===== config.mk =====
export PLATFORM = sky130hd
export DESIGN_NAME = current_moving_average_deadband
export DESIGN_NICKNAME = d
export VERILOG_FILES = /design/src/design/cmad_pkg.sv /design/src/design/current_moving_average_deadband.sv
export SDC_FILE = /design/constraint.sdc
export NUM_CORES = 1
export LEC_CHECK = 0
export BUFFER_PORTS_ARGS = -buffer_cell sky130_fd_sc_hd__buf_4
export CORE_MARGIN = 5
export CORE_UTILIZATION = 40
export DETAILED_ROUTE_END_ITERATION = 10
export MAX_ROUTING_LAYER = met4
export PLACE_DENSITY_LB_ADDON = 0.12
export SETUP_SLACK_MARGIN = 0.3
export SLEW_MARGIN = 20
export SYNTH_ARGS = -nofsm -noshare
export SYNTH_HDL_FRONTEND = slang
export SYNTH_SLANG_ARGS = --single-unit

===== constraint.sdc =====
create_clock -name clock -period 5.1 [get_ports clock]
set_input_delay 1.02 -clock clock [delete_from_list [all_inputs] [get_ports clock]]
set_output_delay 1.02 -clock clock [all_outputs]
set_load 0.02 [all_outputs]

===== src/design/cmad_pkg.sv =====
`timescale 1ns / 1ps
`default_nettype none

package cmad_pkg;

   // Field widths
   localparam int SAMPLE_W = 21;
   localparam int SUM_W    = 24;
   localparam int DECI_W   = 15;
   localparam int DEADBAND_W = 16;

   // Saturation bounds of the held-sample sum
   localparam int SUM_MAX = 8388607;
   localparam int SUM_MIN = -8388608;

   // Serial divider: two quotient bits per cycle over the sum width
   localparam int DIV_DIGITS = SUM_W / 2;
   localparam int DIGIT_W    = $clog2(DIV_DIGITS);

   // Milliamps per tenth of an ampere
   localparam int DECI_DIVISOR = 100;

   // Register file
   localparam int CSR_DATA_W = 32;
   localparam int CSR_ADDR_W = 4;
   localparam logic [DEADBAND_W-1:0] DEADBAND_RESET = 16'd100;

   typedef enum logic [1:0] {
      REG_DEADBAND   = 2'd0,
      REG_SIM_ENABLE = 2'd1,
      REG_SIM_VALUE  = 2'd2
   } reg_index_type;

   typedef enum logic [6:0] {
      ST_IDLE = 7'b0000001,
      ST_SUM  = 7'b0000010,
      ST_LOAD = 7'b0000100,
      ST_DIV1 = 7'b0001000,
      ST_DEAD = 7'b0010000,
      ST_DIV2 = 7'b0100000,
      ST_FIN  = 7'b1000000
   } state_type;

endpackage

`default_nettype wire


===== src/design/current_moving_average_deadband.sv =====
// Sequence: an accepted req beat passes through a sum update, a load, the average
//   divider, a deadband step, the divide by 100 and an output step to rsp_valid;
//   the output step holds while the rsp side stalls.
// Pacing: a new beat is taken only in idle, after the last one leaves the output step;
//   the shared 2-bit-per-cycle divider runs twice per beat.
// Reset (synchronous, active high): clears fill count, write slot, sum, state and
//   rsp_valid, and sets the registers to their defaults; the sample ring is not cleared.
`timescale 1ns / 1ps
`default_nettype none

module current_moving_average_deadband #(
   parameter int WINDOW = 8
) (
   input  wire logic                                     clock,
   input  wire logic                                     reset,
   // request channel
   input  wire logic                                     req_valid,
   output logic                                          req_ready,
   input  wire logic signed [cmad_pkg::SAMPLE_W-1:0]     req_sample_ma,
   // response channel
   output logic                                          rsp_valid,
   input  wire logic                                     rsp_ready,
   output logic signed [cmad_pkg::SAMPLE_W-1:0]          rsp_avg_current_ma,
   output logic signed [cmad_pkg::DECI_W-1:0]            rsp_avg_current_deci_amp,
   // register port
   input  wire logic                                     psel,
   input  wire logic                                     penable,
   input  wire logic                                     pwrite,
   input  wire logic [cmad_pkg::CSR_ADDR_W-1:0]          paddr,
   input  wire logic [cmad_pkg::CSR_DATA_W-1:0]          pwdata,
   output logic [cmad_pkg::CSR_DATA_W-1:0]               prdata,
   output logic                                          pready
);

   localparam int AW  = (WINDOW > 1) ? $clog2(WINDOW) : 1;
   localparam int CW  = $clog2(WINDOW + 1);
   localparam int SW  = cmad_pkg::SAMPLE_W + $clog2(WINDOW);
   localparam int XW  = (SW > cmad_pkg::SUM_W) ? SW : cmad_pkg::SUM_W;
   localparam int DW  = (CW > 7) ? CW : 7;
   localparam int RW  = DW + 1;
   localparam int QW  = cmad_pkg::SUM_W;
   localparam int SMW = cmad_pkg::SAMPLE_W;

   localparam logic signed [XW-1:0] SAT_HI = XW'(cmad_pkg::SUM_MAX);
   localparam logic signed [XW-1:0] SAT_LO = XW'(cmad_pkg::SUM_MIN);

   // Registers
   cmad_pkg::state_type state_ff, state_in;
   logic [AW-1:0]                  write_slot_ff, write_slot_in;
   logic [CW-1:0]                  fill_count_ff, fill_count_in;
   logic                           was_full_ff, was_full_in;
   logic signed [SW-1:0]           sum_ff, sum_in;
   logic signed [SMW-1:0]          sample_ff, sample_in;
   logic signed [SMW-1:0]          evict_ff;
   logic signed [SMW-1:0]          sample_ring_ff [WINDOW];
   logic                           sum_neg_ff, sum_neg_in;
   logic                           res_neg_ff, res_neg_in;
   logic [QW-1:0]                  quot_ff, quot_in;
   logic [RW-1:0]                  rem_ff, rem_in;
   logic [DW-1:0]                  divisor_ff, divisor_in;
   logic [cmad_pkg::DIGIT_W-1:0]   digit_ff, digit_in;
   logic signed [SMW-1:0]          result_ff, result_in;
   logic                           rsp_valid_ff, rsp_valid_in;
   logic signed [SMW-1:0]          rsp_ma_ff, rsp_ma_in;
   logic signed [cmad_pkg::DECI_W-1:0] rsp_deci_ff, rsp_deci_in;
   logic [cmad_pkg::DEADBAND_W-1:0] deadband_ff;
   logic                           sim_enable_ff;
   logic signed [SMW-1:0]          sim_value_ff;

   logic                           req_beat;
   logic                           csr_write;
   logic [1:0]                     csr_index;
   logic signed [XW-1:0]           sum_x;
   logic signed [QW-1:0]           sum_sat;
   logic [QW-1:0]                  sum_mag;
   logic [QW-1:0]                  quot_step;
   logic [RW-1:0]                  rem_step;
   logic                           last_digit;
   logic                           below_deadband;
   logic [SMW-1:0]                 sim_mag;
   logic [SMW-1:0]                 res_mag;
   logic                           res_neg_sel;

   assign req_ready = (state_ff == cmad_pkg::ST_IDLE);
   assign req_beat  = req_valid && req_ready;
   assign rsp_valid = rsp_valid_ff;
   assign rsp_avg_current_ma       = rsp_ma_ff;
   assign rsp_avg_current_deci_amp = rsp_deci_ff;
   assign pready = 1'b1;

   // Register port decode
   assign csr_index = paddr[3:2];
   assign csr_write = psel && penable && pwrite && pready;

   always_ff @(posedge clock) begin
      if (reset) begin
         deadband_ff   <= cmad_pkg::DEADBAND_RESET;
         sim_enable_ff <= 1'b0;
         sim_value_ff  <= '0;
      end else if (csr_write) begin
         case (csr_index)
            cmad_pkg::REG_DEADBAND:   deadband_ff   <= pwdata[cmad_pkg::DEADBAND_W-1:0];
            cmad_pkg::REG_SIM_ENABLE: sim_enable_ff <= pwdata[0];
            cmad_pkg::REG_SIM_VALUE:  sim_value_ff  <= pwdata[SMW-1:0];
            default: begin
            end
         endcase
      end
   end

   always_comb begin
      case (csr_index)
         cmad_pkg::REG_DEADBAND:
            prdata = cmad_pkg::CSR_DATA_W'(deadband_ff);
         cmad_pkg::REG_SIM_ENABLE:
            prdata = cmad_pkg::CSR_DATA_W'(sim_enable_ff);
         cmad_pkg::REG_SIM_VALUE:
            prdata = cmad_pkg::CSR_DATA_W'(unsigned'(sim_value_ff));
         default:
            prdata = '0;
      endcase
   end

   // Sample ring: write the new sample, read out the one it replaces
   always_ff @(posedge clock) begin
      if (req_beat) begin
         sample_ring_ff[write_slot_ff] <= req_sample_ma;
         evict_ff <= sample_ring_ff[write_slot_ff];
      end
   end

   // Saturate the exact sum to the sum range and take its magnitude
   assign sum_x   = XW'(sum_ff);
   always_comb begin
      if (sum_x > SAT_HI) begin
         sum_sat = SAT_HI[QW-1:0];
      end else if (sum_x < SAT_LO) begin
         sum_sat = SAT_LO[QW-1:0];
      end else begin
         sum_sat = sum_x[QW-1:0];
      end
      sum_mag = sum_sat[QW-1] ? (~sum_sat + 1'b1) : sum_sat;
   end

   // Divider digit: two restoring steps per cycle
   always_comb begin : div_step
      logic [RW-1:0] r;
      logic [QW-1:0] d;
      r = rem_ff;
      d = quot_ff;
      for (int k = 0; k < 2; k++) begin
         r = {r[RW-2:0], d[QW-1]};
         d = {d[QW-2:0], 1'b0};
         if (r >= {1'b0, divisor_ff}) begin
            r = r - {1'b0, divisor_ff};
            d[0] = 1'b1;
         end
      end
      rem_step  = r;
      quot_step = d;
   end

   assign last_digit = (digit_ff == cmad_pkg::DIGIT_W'(cmad_pkg::DIV_DIGITS - 1));

   // Deadband and override select on the average magnitude
   assign below_deadband = (quot_ff < QW'(deadband_ff));
   assign sim_mag = sim_value_ff[SMW-1] ? (~sim_value_ff + 1'b1) : sim_value_ff;
   always_comb begin
      if (sim_enable_ff) begin
         res_mag     = sim_mag;
         res_neg_sel = sim_value_ff[SMW-1];
      end else if (below_deadband) begin
         res_mag     = '0;
         res_neg_sel = 1'b0;
      end else begin
         res_mag     = quot_ff[SMW-1:0];
         res_neg_sel = sum_neg_ff;
      end
   end

   // Sequencer and datapath next values
   always_comb begin
      state_in      = state_ff;
      write_slot_in = write_slot_ff;
      fill_count_in = fill_count_ff;
      was_full_in   = was_full_ff;
      sum_in        = sum_ff;
      sample_in     = sample_ff;
      sum_neg_in    = sum_neg_ff;
      res_neg_in    = res_neg_ff;
      quot_in       = quot_ff;
      rem_in        = rem_ff;
      divisor_in    = divisor_ff;
      digit_in      = digit_ff;
      result_in     = result_ff;
      rsp_ma_in     = rsp_ma_ff;
      rsp_deci_in   = rsp_deci_ff;
      rsp_valid_in  = rsp_valid_ff && !rsp_ready;

      case (state_ff)
         cmad_pkg::ST_IDLE: begin
            if (req_beat) begin
               sample_in   = req_sample_ma;
               was_full_in = (fill_count_ff == CW'(WINDOW));
               if (fill_count_ff != CW'(WINDOW)) begin
                  fill_count_in = fill_count_ff + 1'b1;
               end
               if (write_slot_ff == AW'(WINDOW - 1)) begin
                  write_slot_in = '0;
               end else begin
                  write_slot_in = write_slot_ff + 1'b1;
               end
               state_in = cmad_pkg::ST_SUM;
            end
         end
         cmad_pkg::ST_SUM: begin
            // add the new sample, drop the evicted one once the ring is full
            if (was_full_ff) begin
               sum_in = sum_ff + SW'(sample_ff) - SW'(evict_ff);
            end else begin
               sum_in = sum_ff + SW'(sample_ff);
            end
            state_in = cmad_pkg::ST_LOAD;
         end
         cmad_pkg::ST_LOAD: begin
            quot_in    = sum_mag;
            sum_neg_in = sum_sat[QW-1];
            rem_in     = '0;
            divisor_in = DW'(fill_count_ff);
            digit_in   = '0;
            state_in   = cmad_pkg::ST_DIV1;
         end
         cmad_pkg::ST_DIV1: begin
            quot_in  = quot_step;
            rem_in   = rem_step;
            digit_in = digit_ff + 1'b1;
            if (last_digit) begin
               state_in = cmad_pkg::ST_DEAD;
            end
         end
         cmad_pkg::ST_DEAD: begin
            result_in  = res_neg_sel ? SMW'(-res_mag) : SMW'(res_mag);
            res_neg_in = res_neg_sel;
            quot_in    = QW'(res_mag);
            rem_in     = '0;
            divisor_in = DW'(cmad_pkg::DECI_DIVISOR);
            digit_in   = '0;
            state_in   = cmad_pkg::ST_DIV2;
         end
         cmad_pkg::ST_DIV2: begin
            quot_in  = quot_step;
            rem_in   = rem_step;
            digit_in = digit_ff + 1'b1;
            if (last_digit) begin
               state_in = cmad_pkg::ST_FIN;
            end
         end
         cmad_pkg::ST_FIN: begin
            // hold until the output register is free
            if (!rsp_valid_ff || rsp_ready) begin
               rsp_ma_in    = result_ff;
               rsp_deci_in  = res_neg_ff ? -quot_ff[cmad_pkg::DECI_W-1:0]
                                         : quot_ff[cmad_pkg::DECI_W-1:0];
               rsp_valid_in = 1'b1;
               state_in     = cmad_pkg::ST_IDLE;
            end
         end
         default: begin
            state_in = cmad_pkg::ST_IDLE;
         end
      endcase
   end

   always_ff @(posedge clock) begin
      if (reset) begin
         state_ff      <= cmad_pkg::ST_IDLE;
         write_slot_ff <= '0;
         fill_count_ff <= '0;
         sum_ff        <= '0;
         rsp_valid_ff  <= 1'b0;
      end else begin
         state_ff      <= state_in;
         write_slot_ff <= write_slot_in;
         fill_count_ff <= fill_count_in;
         sum_ff        <= sum_in;
         rsp_valid_ff  <= rsp_valid_in;
      end
   end

   always_ff @(posedge clock) begin
      was_full_ff <= was_full_in;
      sample_ff   <= sample_in;
      sum_neg_ff  <= sum_neg_in;
      res_neg_ff  <= res_neg_in;
      quot_ff     <= quot_in;
      rem_ff      <= rem_in;
      divisor_ff  <= divisor_in;
      digit_ff    <= digit_in;
      result_ff   <= result_in;
      rsp_ma_ff   <= rsp_ma_in;
      rsp_deci_ff <= rsp_deci_in;
   end

   // Checks
   a_rsp_from_fin: assert property (@(posedge clock) disable iff (reset)
      $rose(rsp_valid_ff) |-> $past(state_ff == cmad_pkg::ST_FIN))
      else $error("rsp_valid rose outside the output cycle");

   a_fill_bound: assert property (@(posedge clock) disable iff (reset)
      fill_count_ff <= CW'(WINDOW))
      else $error("fill count exceeds the window");

   a_beat_starts_sum: assert property (@(posedge clock) disable iff (reset)
      req_beat |=> (state_ff == cmad_pkg::ST_SUM) && (fill_count_ff != '0))
      else $error("accepted beat did not start a sum update");

   a_rsp_after_reset: assert property (@(posedge clock)
      $past(reset) |-> !rsp_valid_ff)
      else $error("rsp_valid high right after reset");

endmodule

`default_nettype wire

## Yosys cells after proc, flatten, opt, wreduce, memory -nomap -nowiden

Memory sizes are Yosys's and may differ from the RTL's. A register that Yosys moved wholly into a read port is not among the register bits.
Index checks and enable logic that the tools add are counted.
W data, S select, Z words.

| operators by class | value |
|---|---|
| $lt $le $gt $ge | 5 |
| bitwise gates (word level) | 2 |
| equal/unequal tests | 17 |
| reductions and logical operators | 20 |
| shift-type cells | 0 |
| $add $sub $neg | 11 |
| divide/modulo/power cells | 0 |
| multipliers | 0 |
| mux-type cells | 30 |

Operators by type and width:

| kind | count |
|---|---|
| $mux W24 | 4 |
| $mux W21 | 4 |
| $pmux W24 S3 | 1 |
| $pmux W21 S3 | 1 |
| $pmux W7 S7 | 1 |
| $mux W7 | 6 |
| $pmux W7 S2 | 2 |
| $add A24 B1 Y24 const B | 1 |
| $add A24 B21 Y24 | 1 |
| $gt A24 B24 Y1 const B | 1 |
| $lt A24 B16 Y1 | 1 |
| $lt A24 B24 Y1 const B | 1 |
| $not A24 Y24 | 1 |
| $sub A24 B21 Y24 | 1 |
| $add A21 B1 Y21 const B | 1 |
| $neg A21 Y21 | 1 |
| $not A21 Y21 | 1 |
| $ge A8 B7 Y1 | 2 |
| $mux W15 | 1 |
| $neg A15 Y15 | 1 |
| $sub A7 B7 Y7 | 2 |
| $reduce_and A2 Y1 | 5 |
| $add A4 B1 Y4 const B | 2 |
| $eq A4 B4 Y1 const B | 2 |
| other kinds (26) | 41 |

| word-level totals | value |
|---|---|
| memory bits (writable) | 168 |
| memories kept | 1 |
| bits of input ports | 64 |
| latch bits | 0 |
| output and inout port bits | 71 |
| word-level logic and storage cells | 105 |
| ROM bits | 0 |
| register bits after elaboration | 200 |

Memory list:

| name | depth | width | rd ports | clocked after Yosys merged registers in | wr ports | line | RTL |
|---|---|---|---|---|---|---|---|
| sample_ring_ff | 8 | 21 | 1 | 1 | 1 | current_moving_average_deadband.sv:55 | `logic signed [SMW-1:0] sample_ring_ff [WINDOW];` |

## Logic depth before layout (Yosys ltp)

Gate-level depths: netlist of the first run.

| depth | value |
|---|---|
| word-level depth | 7 |
| gate-level depth with buffers | 21 |
| mapped depth without buffers | 21 |

## Least setup slack after synthesis of the first run

No wires, ideal clock.

| timing path | value |
|---|---|
| kind | reg-to-reg |
| start point | register sample_ff[0] |
| end point | register sum_ff[23] |
| library setup time | 70 ps |
| required time | 5030 ps |
| arrival time | 4664 ps |
| stages on the path, launching flop included | 22 |
| clock period less this slack | 4734 ps |
| setup slack | 366 ps |
| buffers on the path | 0 |
| path through | edfxtp_1 > ha_1 > fa_1 > a21o_1 > a21oi_1 > nand2b_1 > a21oi_1 > a41oi_1 > o21ai_1 > a2111oi_0 > nor2_1 > nor2_1 > xnor2_1 > ha_1 > a21o_1 > a21oi_1 > nor3b_1 > a2111o_1 > nor4b_1 > xnor2_1 > or3_1 > a21oi_1 |

| on the way | value |
|---|---|
| longest elaborated chain between the ends | 3 |

RTL lines:

| element | line | RTL |
|---|---|---|
| start: declaration | current_moving_average_deadband.sv:53 | `logic signed [SMW-1:0] sample_ff, sample_in;` |
| start signal: assignment | current_moving_average_deadband.sv:292 | `sample_ff <= sample_in;` |
| $add A24 B21 Y24 (*) | current_moving_average_deadband.sv:219, current_moving_average_deadband.sv:221 |  |
| $sub A24 B21 Y24 | current_moving_average_deadband.sv:219 | `sum_in = sum_ff + SW'(sample_ff) - SW'(evict_ff);` |
| $mux W24 (*) | current_moving_average_deadband.sv:218 | `if (was_full_ff) begin` |
| end signal: assignment | current_moving_average_deadband.sv:285 | `sum_ff <= sum_in;` |
| end: declaration | current_moving_average_deadband.sv:52 | `logic signed [SW-1:0] sum_ff, sum_in;` |

Every way passes the cells marked *; elsewhere a longest branch is shown, timed or not.
A chain may end at the register's enable or synchronous reset.

## Final worst setup path of the first run

Ends and elaborated chain as after synthesis.

==> flow_summary_export.csv, run 1 <==
group,metric,value,unit
run_status,status,"completed",
floorplanning,die_h,231,um
synth,ys_seq_area_share,55.7,%
sta,drv_slew,0,
run,cap_violations,0,
floorplanning,row_count,81,
clock_tree,cts.sinks,387,
synth,synth-main-ff-cell,"edfxtp_1",
sta,min_period,4.59,ns
worst_setup_path,slowest_stage,"edfxtp_1",
synth,ys.warnings.count,0,
power_and_ir_drop,p_total,7.58,mW
cells_and_area,final_nets,2009,
detailed_routing,drtPass1Iterations,5,
floorplanning,die_area,53300,um2
placement,port_buffers,109,
clock_tree,clock-root-buffer,"clkbuf_16",
global_route,busiest_layer,"met2",
global_route,grt_util_met2,31.4,%
clock_tree,numCtsBuffers,44,
worst_hold_path,hold_path_class,"reg -> reg",
synth,netlist_instances,1737,
synth,syn-mean-instance-area,11.2,um2
detailed_routing,drt_iter0_drc,1075,
worst_setup_path,path_class,"reg -> reg",
global_route,grt_max_degree,78,
detailed_routing,antenna_left,0,
synth,synth-edff-count,310,
clock_tree,clk_latency,0.58,ns
detailed_routing,drc,0,
floorplanning,die_w,231,um
detailed_routing,routedWlPerCell,20.2,um
global_route,grt_usage,19.1,%
synth,synth_cell_types,81,
worst_setup_path,required,5.61,ns
global_route,antenna_found_initial,0,
worst_setup_path,cp-end-kind,"flop",
global_route,grt_overflow,0,
global_route,grt_util_met1,24.9,%
cells_and_area,fin_area,22700,um2
worst_setup_path,cpLargestDelayFamily,"compound AO/OA/AOI/OAI gates",
clock_tree,htree_levels,2,
sta,final-setup-viol-count,0,
clock_tree,cts_buffer_depth,3,
global_route,use_met3,2.48,%
cells_and_area,area_growth_syn_to_layout,16.3,%
sta,hold_ws,0.416,ns
floorplanning,initial_core_util,40.2,%
worst_setup_path,startpoint_type,"flop",
clock_tree,cts_hold_repair.buffers,0,
power_and_ir_drop,p_per_area,334,nW/um2
floorplanning,ios,135,
power_and_ir_drop,leakagePower,8.38,nW
placement,dp_hpwl,35.0,mm
global_route,grt_pass1_wl,78.3,mm
worst_setup_path,crit_arrival,5.10,ns
synth,synthTopCellsByArea,"edfxtp_1 48%, dfxtp_1 7.9%, ha_1 5.3%",
synth,synth_top_area_cell,"edfxtp_1",
floorplanning,core,48500,um2
worst_setup_path,crit_buf_inv,1,
synth,post-synth-top-count-cell,"edfxtp_1",
placement,place_area,21100,um2
detailed_routing,vias_per_cell,5.50,
sta,fmaxAchievable,0.218,GHz
synth,syn_area,19500,um2
sta,worst_slew_pin_slew,1.02,ns
detailed_routing,vias,13800,
synth,synth_top_cells_by_count,"310 x edfxtp_1, 170 x nand2_1, 138 x nor2_1",
clock_tree,clk_pin_slew,0.06,ns
synth,synth_top_cell_area_share,47.8,%
synth,ys_ff_latch,387,
worst_setup_path,crit_chain,"ha_4 > fa_2 > a21o_1 > a21oi_2 > nand2b_4 > a21oi_2 > a41oi_2 > buf_4 > o21ai_4 > a2111oi_4 > nor2_1 > nor2_1 > xnor2_1 > ha_1 > a21o_1 > a21oi_2 > nor3b_1 > a2111o_1 > nor4b_4 > xnor2_1 > or3_1 > a21oi_1",
cells_and_area,final_cells,2516,
sta,fin_skew,0.0167,ns
cells_and_area,drive_gt1_share,14.7,%
sta,max_slew_margin,31.6,%
power_and_ir_drop,ir_drop,0.254,mV
worst_setup_path,cp_max_fo,3,
sta,timing.final.crit_share,90.0,%
sta,rsz0062_at_grt,"true",
global_route,grt_pass1_vias,13500,
sta,hold_violations,0,
worst_setup_path,crit_top_cell,"a21oi_2",
detailed_routing,drt_wl_total,50.8,mm
cells_and_area,n_antenna_cell,0,
clock_tree,cts_tree,"built",
synth,async_flop_share,0,%
worst_setup_path,max_stage_delay,0.43,ns
placement,routabilityCongestion,0.895,
placement,dp.cells,2431,
==> routing by layer <==
layer	vias to the layer above	share of wire [%]
met3	89	4.1
met4	0	2.6
li1	6730	-
met2	321	48
met1	6704	45
met5	-	0
==> worst register-to-register path, cell delays in order, from the launching register on <==
cell	delay, ns
edfxtp_1	0.43
ha_4	0.21
fa_2	0.39
a21o_1	0.17
a21oi_2	0.14
nand2b_4	0.15
a21oi_2	0.08
a41oi_2	0.22
buf_4	0.16
o21ai_4	0.09
a2111oi_4	0.30
nor2_1	0.10
nor2_1	0.14
xnor2_1	0.14
ha_1	0.27
a21o_1	0.19
a21oi_2	0.15
nor3b_1	0.07
a2111o_1	0.32
nor4b_4	0.28
xnor2_1	0.11
or3_1	0.31
a21oi_1	0.12
==> registers in the layout (all words and copies together), names as in the netlist, 3 cells and up <==
signal / cells
sample_ring_ff: 168
quot_ff: 24
sum_ff: 24
evict_ff: 21
result_ff: 21
rsp_avg_current_ma: 21
sample_ff: 21
sim_value_ff: 21
deadband_ff: 16
rsp_avg_current_deci_amp: 15
rem_ff: 7
state_ff: 7
divisor_ff: 5
digit_ff: 4
fill_count_ff: 4
write_slot_ff: 3
==> final timing paths <==
path	startpoint	to	slack, ns	cells after the start
setup / recovery	sample_ff[0]	sum_ff[23]	0.51	22
hold / removal	result_ff[3]	rsp_avg_current_ma[3]	0.42	0
hold reg to reg	result_ff[3]	rsp_avg_current_ma[3]	0.42	0
setup reg to reg	sample_ff[0]	sum_ff[23]	0.51	22
==> cell usage in the layout (no fill, tap or decap), types with 21 or more instances in the layout <==
cell type  instances
xor2_1            57
xnor2_1           67
o21ai_0           46
a21o_1            35
nand3_1           24
a211oi_1          21
mux2i_1           28
nand4_1           30
edfxtp_1         310
buf_4            156
a22oi_1           87
clkbuf_16         47
ha_1              81
nor3_1            25
o31ai_1           23
inv_1             68
nand2_1          170
nor2_1           138
dfxtp_1           77
a21oi_1          111
==> stage by stage <==
stage | setup WS (ns) | util (%) | TNS, ns
2_1_floorplan | 0.366 | - | 0
3_3_place_gp | -0.143 | 43.5 | -0.143
3_5_place_dp | -0.127 | 43.5 | -0.127
4_1_cts | 0.313 | 46.5 | 0
5_1_grt | 0.197 | 46.7 | 0
6_report | 0.509 | 46.7 | 0
==> kinds of logic (layout without fill, tap and decap cells) <==
family	after synthesis	after routing	synth area share, %
and+or+nand+nor	504	504	12.4
AOI/OAI and AO/OA	444	444	15.7
DFF	387	387	55.7
buffers and inverters	160	307	3.40
xor gates and xnor gates	124	124	5.57
adders and majority gates	86	86	5.67
muxes	30	30	1.55
other	2	12	0.0385
==> repair_timing <==
item | 4_1_cts | 5_1_grt
endpoints found under the setup margin | 1 | 9
setup buffers | 0 | 4
resized for setup | 8 | 12
pin swaps | 2 | 15
==> where the power goes <==
group	internal [mW]	leakage (nW)	switching, mW	total (mW)
clock	1.80	0.698	1.28	3.08
sequential	3.50	3.45	0.0515	3.55
combinational	0.382	4.23	0.572	0.955
==> layout make-up <==
| type | instances | area, um2 |
|---|---|---|
| inverters | 70 | 263 |
| flip-flops and latches | 387 | 10900 |
| repair buffers | 156 | 1170 |
| well taps | 622 | 778 |
| clock buffers | 56 | 1210 |
| multi-input cells | 1200 | 8190 |
| fillers | 4399 | 25900 |
| clock inverters | 25 | 209 |
No activity file was read; power rests on OpenSTA's default activity.
==> inputs of run 2 (changes only) <==
- CORE_ASPECT_RATIO: default -> 0.5
==> run 2 against run 1 <==
- combinational power hardly changed
- critical path depth down 1
- global-route usage shrank 0.24 points
- clock power down 4%
- setup slack improved by 0.12 ns
- clock-buffer cell count fell by 7
- flip-flop and latch count stayed put
- final cell count rose by 0.56%
- sequential power barely moved
- power down 1.7%
- via count is 1.8% lower
- hold slack better by 0.0044 ns
- critical path type unchanged
- largest cell class unchanged
- largest power group unchanged
==> flow_summary_export.csv, run 2 (synthesis results as in run 1) <==
group,metric,value,unit
cells_and_area,largest_register_ffs,168,
placement,dp.cells,2458,
sta,final.setup.tns,0,ns
sta,fin_skew,0.0206,ns
global_route,antenna_found_initial,0,
sta,hold_ws,0.420,ns
sta,final-setup-viol-count,0,
placement,dp_slack,-0.0728,ns
detailed_routing,routedWlPerCell,19.8,um
worst_hold_path,min-delay-start,"result_ff[13]",
global_route,grt_max_degree,78,
detailed_routing,wl_met1,24.9,mm
detailed_routing,drt_iter0_drc,1070,
worst_setup_path,cp-end-kind,"flop",
floorplanning,die_w,322,um
cells_and_area,fin_area,22500,um2
clock_tree,cts_tree,"built",
clock_tree,clock-root-buffer,"clkbuf_16",
sta,hold_violations,0,
detailed_routing,drc,0,
worst_setup_path,startpoint_type,"flop",
global_route,grt_overflow,0,
power_and_ir_drop,ir_drop,0.229,mV
detailed_routing,antenna_left,0,
run_status,status,"completed",
cells_and_area,top_register,"sample_ring_ff",
cells_and_area,area_growth_syn_to_layout,15.7,%
detailed_routing,wl_met3,2.34,mm
floorplanning,ios,135,
detailed_routing,vias,13600,
worst_setup_path,cp_max_fo,2,
sta,timing.final.crit_share,87.7,%
sta,worst_slew_pin_slew,1.00,ns
detailed_routing,drtPass1Iterations,6,
worst_setup_path,crit_path_start,"sample_ff[0]",
clock_tree,htree_levels,2,
cells_and_area,reg_top3,"sample_ring_ff x168, quot_ff x24, sum_ff x24",
clock_tree,clk_latency,0.54,ns
sta,min_period,4.47,ns
global_route,grt_usage,18.9,%
worst_setup_path,required,5.55,ns
placement,place_area,21100,um2
clock_tree,cts.sinks,387,
placement,port_buffers,109,
sta,max_slew_margin,33.2,%
floorplanning,row_count,57,
power_and_ir_drop,p_total,7.45,mW
cells_and_area,drive_gt1_share,14.5,%
global_route,grt_pass1_vias,13100,
detailed_routing,drt_wl_total,50.2,mm
global_route,grt_pass1_wl,78.3,mm
cells_and_area,final_cells,2530,
cells_and_area,layout.cells.most_common_list,"310 x edfxtp_1, 170 x nand2_1, 153 x buf_4",
placement,routabilityCongestion,0.846,
clock_tree,numCtsBuffers,39,
worst_setup_path,path_class,"reg -> reg",
clock_tree,cts_buffer_depth,3,
detailed_routing,vias_per_cell,5.38,
sta,fmaxAchievable,0.224,GHz
sta,drv_slew,0,
detailed_routing,highest-signal-layer,"met4",
power_and_ir_drop,p_per_area,331,nW/um2
run,cap_violations,0,
cells_and_area,final_util,46.6,%
clock_tree,clk_pin_slew,0.07,ns
power_and_ir_drop,leakagePower,8.30,nW
sta,layout_setup_ws,0.627,ns
placement,dp_hpwl,34.3,mm
worst_hold_path,hold_path_class,"reg -> reg",
cells_and_area,final_common_cell,"edfxtp_1",
sta,rsz0062_at_grt,"true",
worst_setup_path,r2r-start,"sample_ff[0]",
cells_and_area,final_nets,2001,
floorplanning,core,48400,um2
floorplanning,initial_core_util,40.3,%
clock_tree,cts_hold_repair.buffers,0,
worst_setup_path,crit_arrival,4.93,ns
floorplanning,die_area,53500,um2
detailed_routing,routed-wl-met2,22.3,mm
floorplanning,die_h,166,um
cells_and_area,n_antenna_cell,0,
run 2: cell types whose count changed in the layout (fill, tap and decap cells not counted), sizes merged:
cell    before  now
clkbuf      56   49
bufinv       2    5
clkinv      20   14
buf        156  153
run 2: routing by layer:
metal	vias up	track usage, %
li1	6715	-
met1	6552	27.5
met2	281	28.8
met3	51	2.75
met4	0	2.80
met5	-	-
run 2: critical path, stage by stage (launching register included):
cell,delay (ns)
edfxtp_1,0.37
ha_2,0.20
fa_2,0.34
a21o_1,0.17
a21oi_2,0.14
nand2b_4,0.15
a21oi_2,0.06
a41oi_2,0.28
o21ai_2,0.13
a2111oi_4,0.31
nor2_2,0.07
nor2_2,0.15
xnor2_2,0.08
ha_1,0.31
a21o_1,0.20
a21oi_2,0.15
nor3b_1,0.07
a2111o_1,0.33
nor4b_4,0.29
xnor2_1,0.11
or3_1,0.31
a21oi_1,0.14
run 2: report_power, final:
| part | internal, mW | total (mW) | switching (mW) |
|---|---|---|---|
| logic | 0.378 | 0.957 | 0.579 |
| registers | 3.49 | 3.54 | 0.0494 |
| clock network | 1.71 | 2.95 | 1.25 |
| total | 5.58 | 7.45 | 1.87 |
run 2: what timing repair did:
item	CTS	global route
buffers inserted	0	1
pin swaps	2	12
endpoints found under the setup margin	1	4
gates resized for setup	6	15
run 2: path summary, 6_finish.rpt:
| path | end | slack, ns | depth (start not counted) |
|---|---|---|---|
| setup / recovery | sum_ff[23] | 0.63 | 21 |
| hold / removal | rsp_avg_current_ma[13] | 0.42 | 0 |
| setup reg to reg | sum_ff[23] | 0.63 | 21 |
| hold reg to reg | rsp_avg_current_ma[13] | 0.42 | 0 |
run 2: area by class of cell:
type                       instances  area [um2]
clock inverter                    22         258
inverter                          70         263
timing repair buffer             153        1150
clock buffer                      49        1030
multi-input combinational       1200        8180
tap                              649         812
fill                            4477       25800
sequential                       387       10900
==> inputs of run 3 (changes only) <==
- ABC_AREA: default -> 1
- PLACE_DENSITY_LB_ADDON: 0.12 -> 0.25
==> run 3 against run 2 <==
- register-to-register slack improved by 0.17 ns
- critical path type unchanged
- global-route usage rose by 1.3 points
- highest routed layer unchanged
- power rose by 8.5%
==> flow_summary_export.csv, run 3 <==
group,metric,value,unit
cells_and_area,reg_top3,"sample_ring_ff x168, quot_ff x24, sum_ff x24",
placement,port_buffers,109,
clock_tree,cts.sinks,387,
global_route,grt_max_degree,52,
sta,min_period,4.30,ns
detailed_routing,vias,15800,
placement,place_area,22000,um2
clock_tree,numCtsBuffers,38,
floorplanning,core,50200,um2
synth,post-synth-top-count-cell,"nand2_1",
clock_tree,cts_tree,"built",
worst_setup_path,cp_max_fo,6,
synth,ys_seq_area_share,53.4,%
synth,synth_mux_area_share,0.0554,%
placement,dp_slack,0.939,ns
synth,synthAdderAreaFrac,5.44,%
floorplanning,die_w,329,um
synth,synth-compound-area-share,14.1,%
cells_and_area,area_growth_syn_to_layout,14.3,%
cells_and_area,final_common_cell,"nand2_1",
sta,fmaxAchievable,0.232,GHz
cells_and_area,largest_register_ffs,168,
cells_and_area,drive_gt1_share,11.4,%
global_route,grt_overflow,0,
global_route,antenna_found_initial,0,
synth,synth_top_area_cell,"edfxtp_1",
worst_setup_path,crit_buf_inv,2,
worst_setup_path,slowest_stage,"edfxtp_1",
clock_tree,post-cts-setup-buffers,0,
cells_and_area,layout.cells.most_common_list,"364 x nand2_1, 310 x edfxtp_1, 267 x inv_1",
cells_and_area,fin_area,23200,um2
sta,fin_skew,0.0248,ns
power_and_ir_drop,p_per_area,348,nW/um2
synth,netlist_instances,2160,
clock_tree,clk_latency,0.57,ns
placement,dp.cells,2919,
clock_tree,cts_buffer_depth,3,
run,cap_violations,0,
floorplanning,initial_core_util,40.5,%
sta,final.setup.tns,0,ns
worst_setup_path,cpLargestDelayFamily,"compound AO/OA/AOI/OAI gates",
worst_hold_path,hold_path_class,"reg -> reg",
synth,synth_simple_gate_area_share,17.0,%
clock_tree,postCtsResizedCells,0,
synth,synth_top_family_by_area,"simple AND/OR/NAND/NOR gates",
synth,ys_ff_latch,387,
floorplanning,row_count,58,
placement,dp_hpwl,39.5,mm
power_and_ir_drop,leakagePower,9.28,nW
floorplanning,die_h,169,um
sta,drv_slew,0,
sta,hold_violations,0,
worst_setup_path,required,5.55,ns
worst_setup_path,path_class,"reg -> reg",
cells_and_area,top_register,"sample_ring_ff",
detailed_routing,drc,0,
worst_setup_path,crit_chain,"ha_1 > nand2_1 > nand3_1 > a21oi_1 > o21ai_0 > a21oi_1 > xor2_1 > ha_1 > a21oi_1 > o21ai_0 > inv_1 > o21ai_0 > a21oi_1 > o21ai_0 > or2_2 > nand3_1 > nand3_1 > nand2_1 > inv_1",
global_route,grt_pass1_wl,85.6,mm
worst_setup_path,r2r-start,"sample_ff[2]",
cells_and_area,final_nets,2419,
clock_tree,cts_hold_repair.buffers,0,
cells_and_area,final_cells,2989,
synth,synth_cell_types,61,
synth,synth-main-ff-cell,"edfxtp_1",
clock_tree,clk_pin_slew,0.07,ns
synth,synthTopCellsByArea,"edfxtp_1 46%, dfxtp_1 7.6%, nand2_1 6.7%",
floorplanning,ios,135,
worst_setup_path,cp-end-kind,"flop",
sta,worst_slew_pin_slew,0.974,ns
synth,synth_top_cell_area_share,45.8,%
sta,rsz0062_at_grt,"false",
detailed_routing,drt_wl_total,55.1,mm
run_status,status,"completed",
clock_tree,htree_levels,2,
worst_setup_path,startpoint_type,"flop",
synth,syn_area,20300,um2
worst_hold_path,min-delay-start,"result_ff[10]",
floorplanning,die_area,55700,um2
sta,layout_setup_ws,0.797,ns
detailed_routing,drt_iter0_drc,1305,
sta,final-setup-viol-count,0,
synth,synth_top_cells_by_count,"364 x nand2_1, 310 x edfxtp_1, 268 x inv_1",
power_and_ir_drop,ir_drop,0.214,mV
synth,synth_xor_xnor_area_share,2.97,%
worst_setup_path,max_stage_delay,0.39,ns
sta,timing.final.crit_share,84.4,%
global_route,grt_pass1_vias,15100,
worst_setup_path,crit_arrival,4.75,ns
cells_and_area,fill_cells,4852,
detailed_routing,vias_per_cell,5.30,
synth,syn-mean-instance-area,9.41,um2
cells_and_area,n_antenna_cell,0,
detailed_routing,antenna_left,0,
sta,max_slew_margin,34.6,%
power_and_ir_drop,p_total,8.08,mW
synth,async_flop_share,0,%
worst_setup_path,crit_path_start,"sample_ff[2]",
placement,routabilityCongestion,0.957,
clock_tree,clock-root-buffer,"clkbuf_16",
detailed_routing,drtPass1Iterations,8,
synth,synth-edff-count,310,
synth,ys.warnings.count,0,
detailed_routing,routedWlPerCell,18.4,um
global_route,grt_usage,20.1,%
## run 3: cell count changes in the layout (fill, tap and decap cells not counted), moves of 28 or more
cell     before  now
xnor2_1      66   20
o21ai_0      46  128
nand3_1      24   99
a21oi_1     112  156
mux2i_1      28    0
a22oi_1      87   31
inv_1        68  267
nand2_1     170  364
a21o_1       35    6
nor2_1      136  178
## run 3: area by class of cell
cell class	count	area (um2)	area share [%]
clock buffers	52	1040	4.49
clock inverters	18	185	0.798
inverters	283	1060	4.58
multi-input cells	1424	8200	35.3
flip-flops and latches	387	10900	46.7
well taps	690	863	3.72
repair buffers	135	1010	4.37
## run 3: where the power goes
part	leakage, nW	internal [mW]	switching, mW
combinational	5.25	0.532	1.07
sequential	3.43	3.58	0.0830
clock	0.600	1.56	1.25
## run 3: final timing paths
kind | to | slack (ns) | cells after the start
setup / recovery | sum_ff[18] | 0.80 | 19
hold / removal | rsp_avg_current_ma[10] | 0.41 | 0
setup reg to reg | sum_ff[18] | 0.80 | 19
hold reg to reg | rsp_avg_current_ma[10] | 0.41 | 0
## run 3: routing by layer
layer  vias to the layer above  part of all wire (%)  track usage, %
met2                       456                    46            32.4
met3                        94                   5.5            2.65
li1                       7744                     -               -
met1                      7542                    46            27.4
met5                         -                     0               -
met4                         0                   2.4            4.93
## run 3: stage by stage
step,utilization [%],hold slack [ns]
finish,46.2,0.412
global placement,43.8,0.405
global route,46.2,0.423
CTS,46.2,0.415
floorplan,-,0.400
detailed placement,43.8,0.405
## run 3: cell families after synthesis
logic type | Yosys count
DFF | 387
adders and majority gates | 86
muxes | 1
other | 2
buffers and inverters | 359
AOI/OAI and AO/OA | 470
and+or+nand+nor | 786
xor gates and xnor gates | 69
## run 3: worst reg2reg max path, cell delays in order, from the launching register on
cell	delay (ns)
edfxtp_1	0.39
ha_1	0.38
nand2_1	0.11
nand3_1	0.21
a21oi_1	0.33
o21ai_0	0.26
a21oi_1	0.26
xor2_1	0.35
ha_1	0.37
a21oi_1	0.22
o21ai_0	0.11
inv_1	0.09
o21ai_0	0.13
a21oi_1	0.23
o21ai_0	0.17
or2_2	0.30
nand3_1	0.09
nand3_1	0.09
nand2_1	0.08
inv_1	0.03
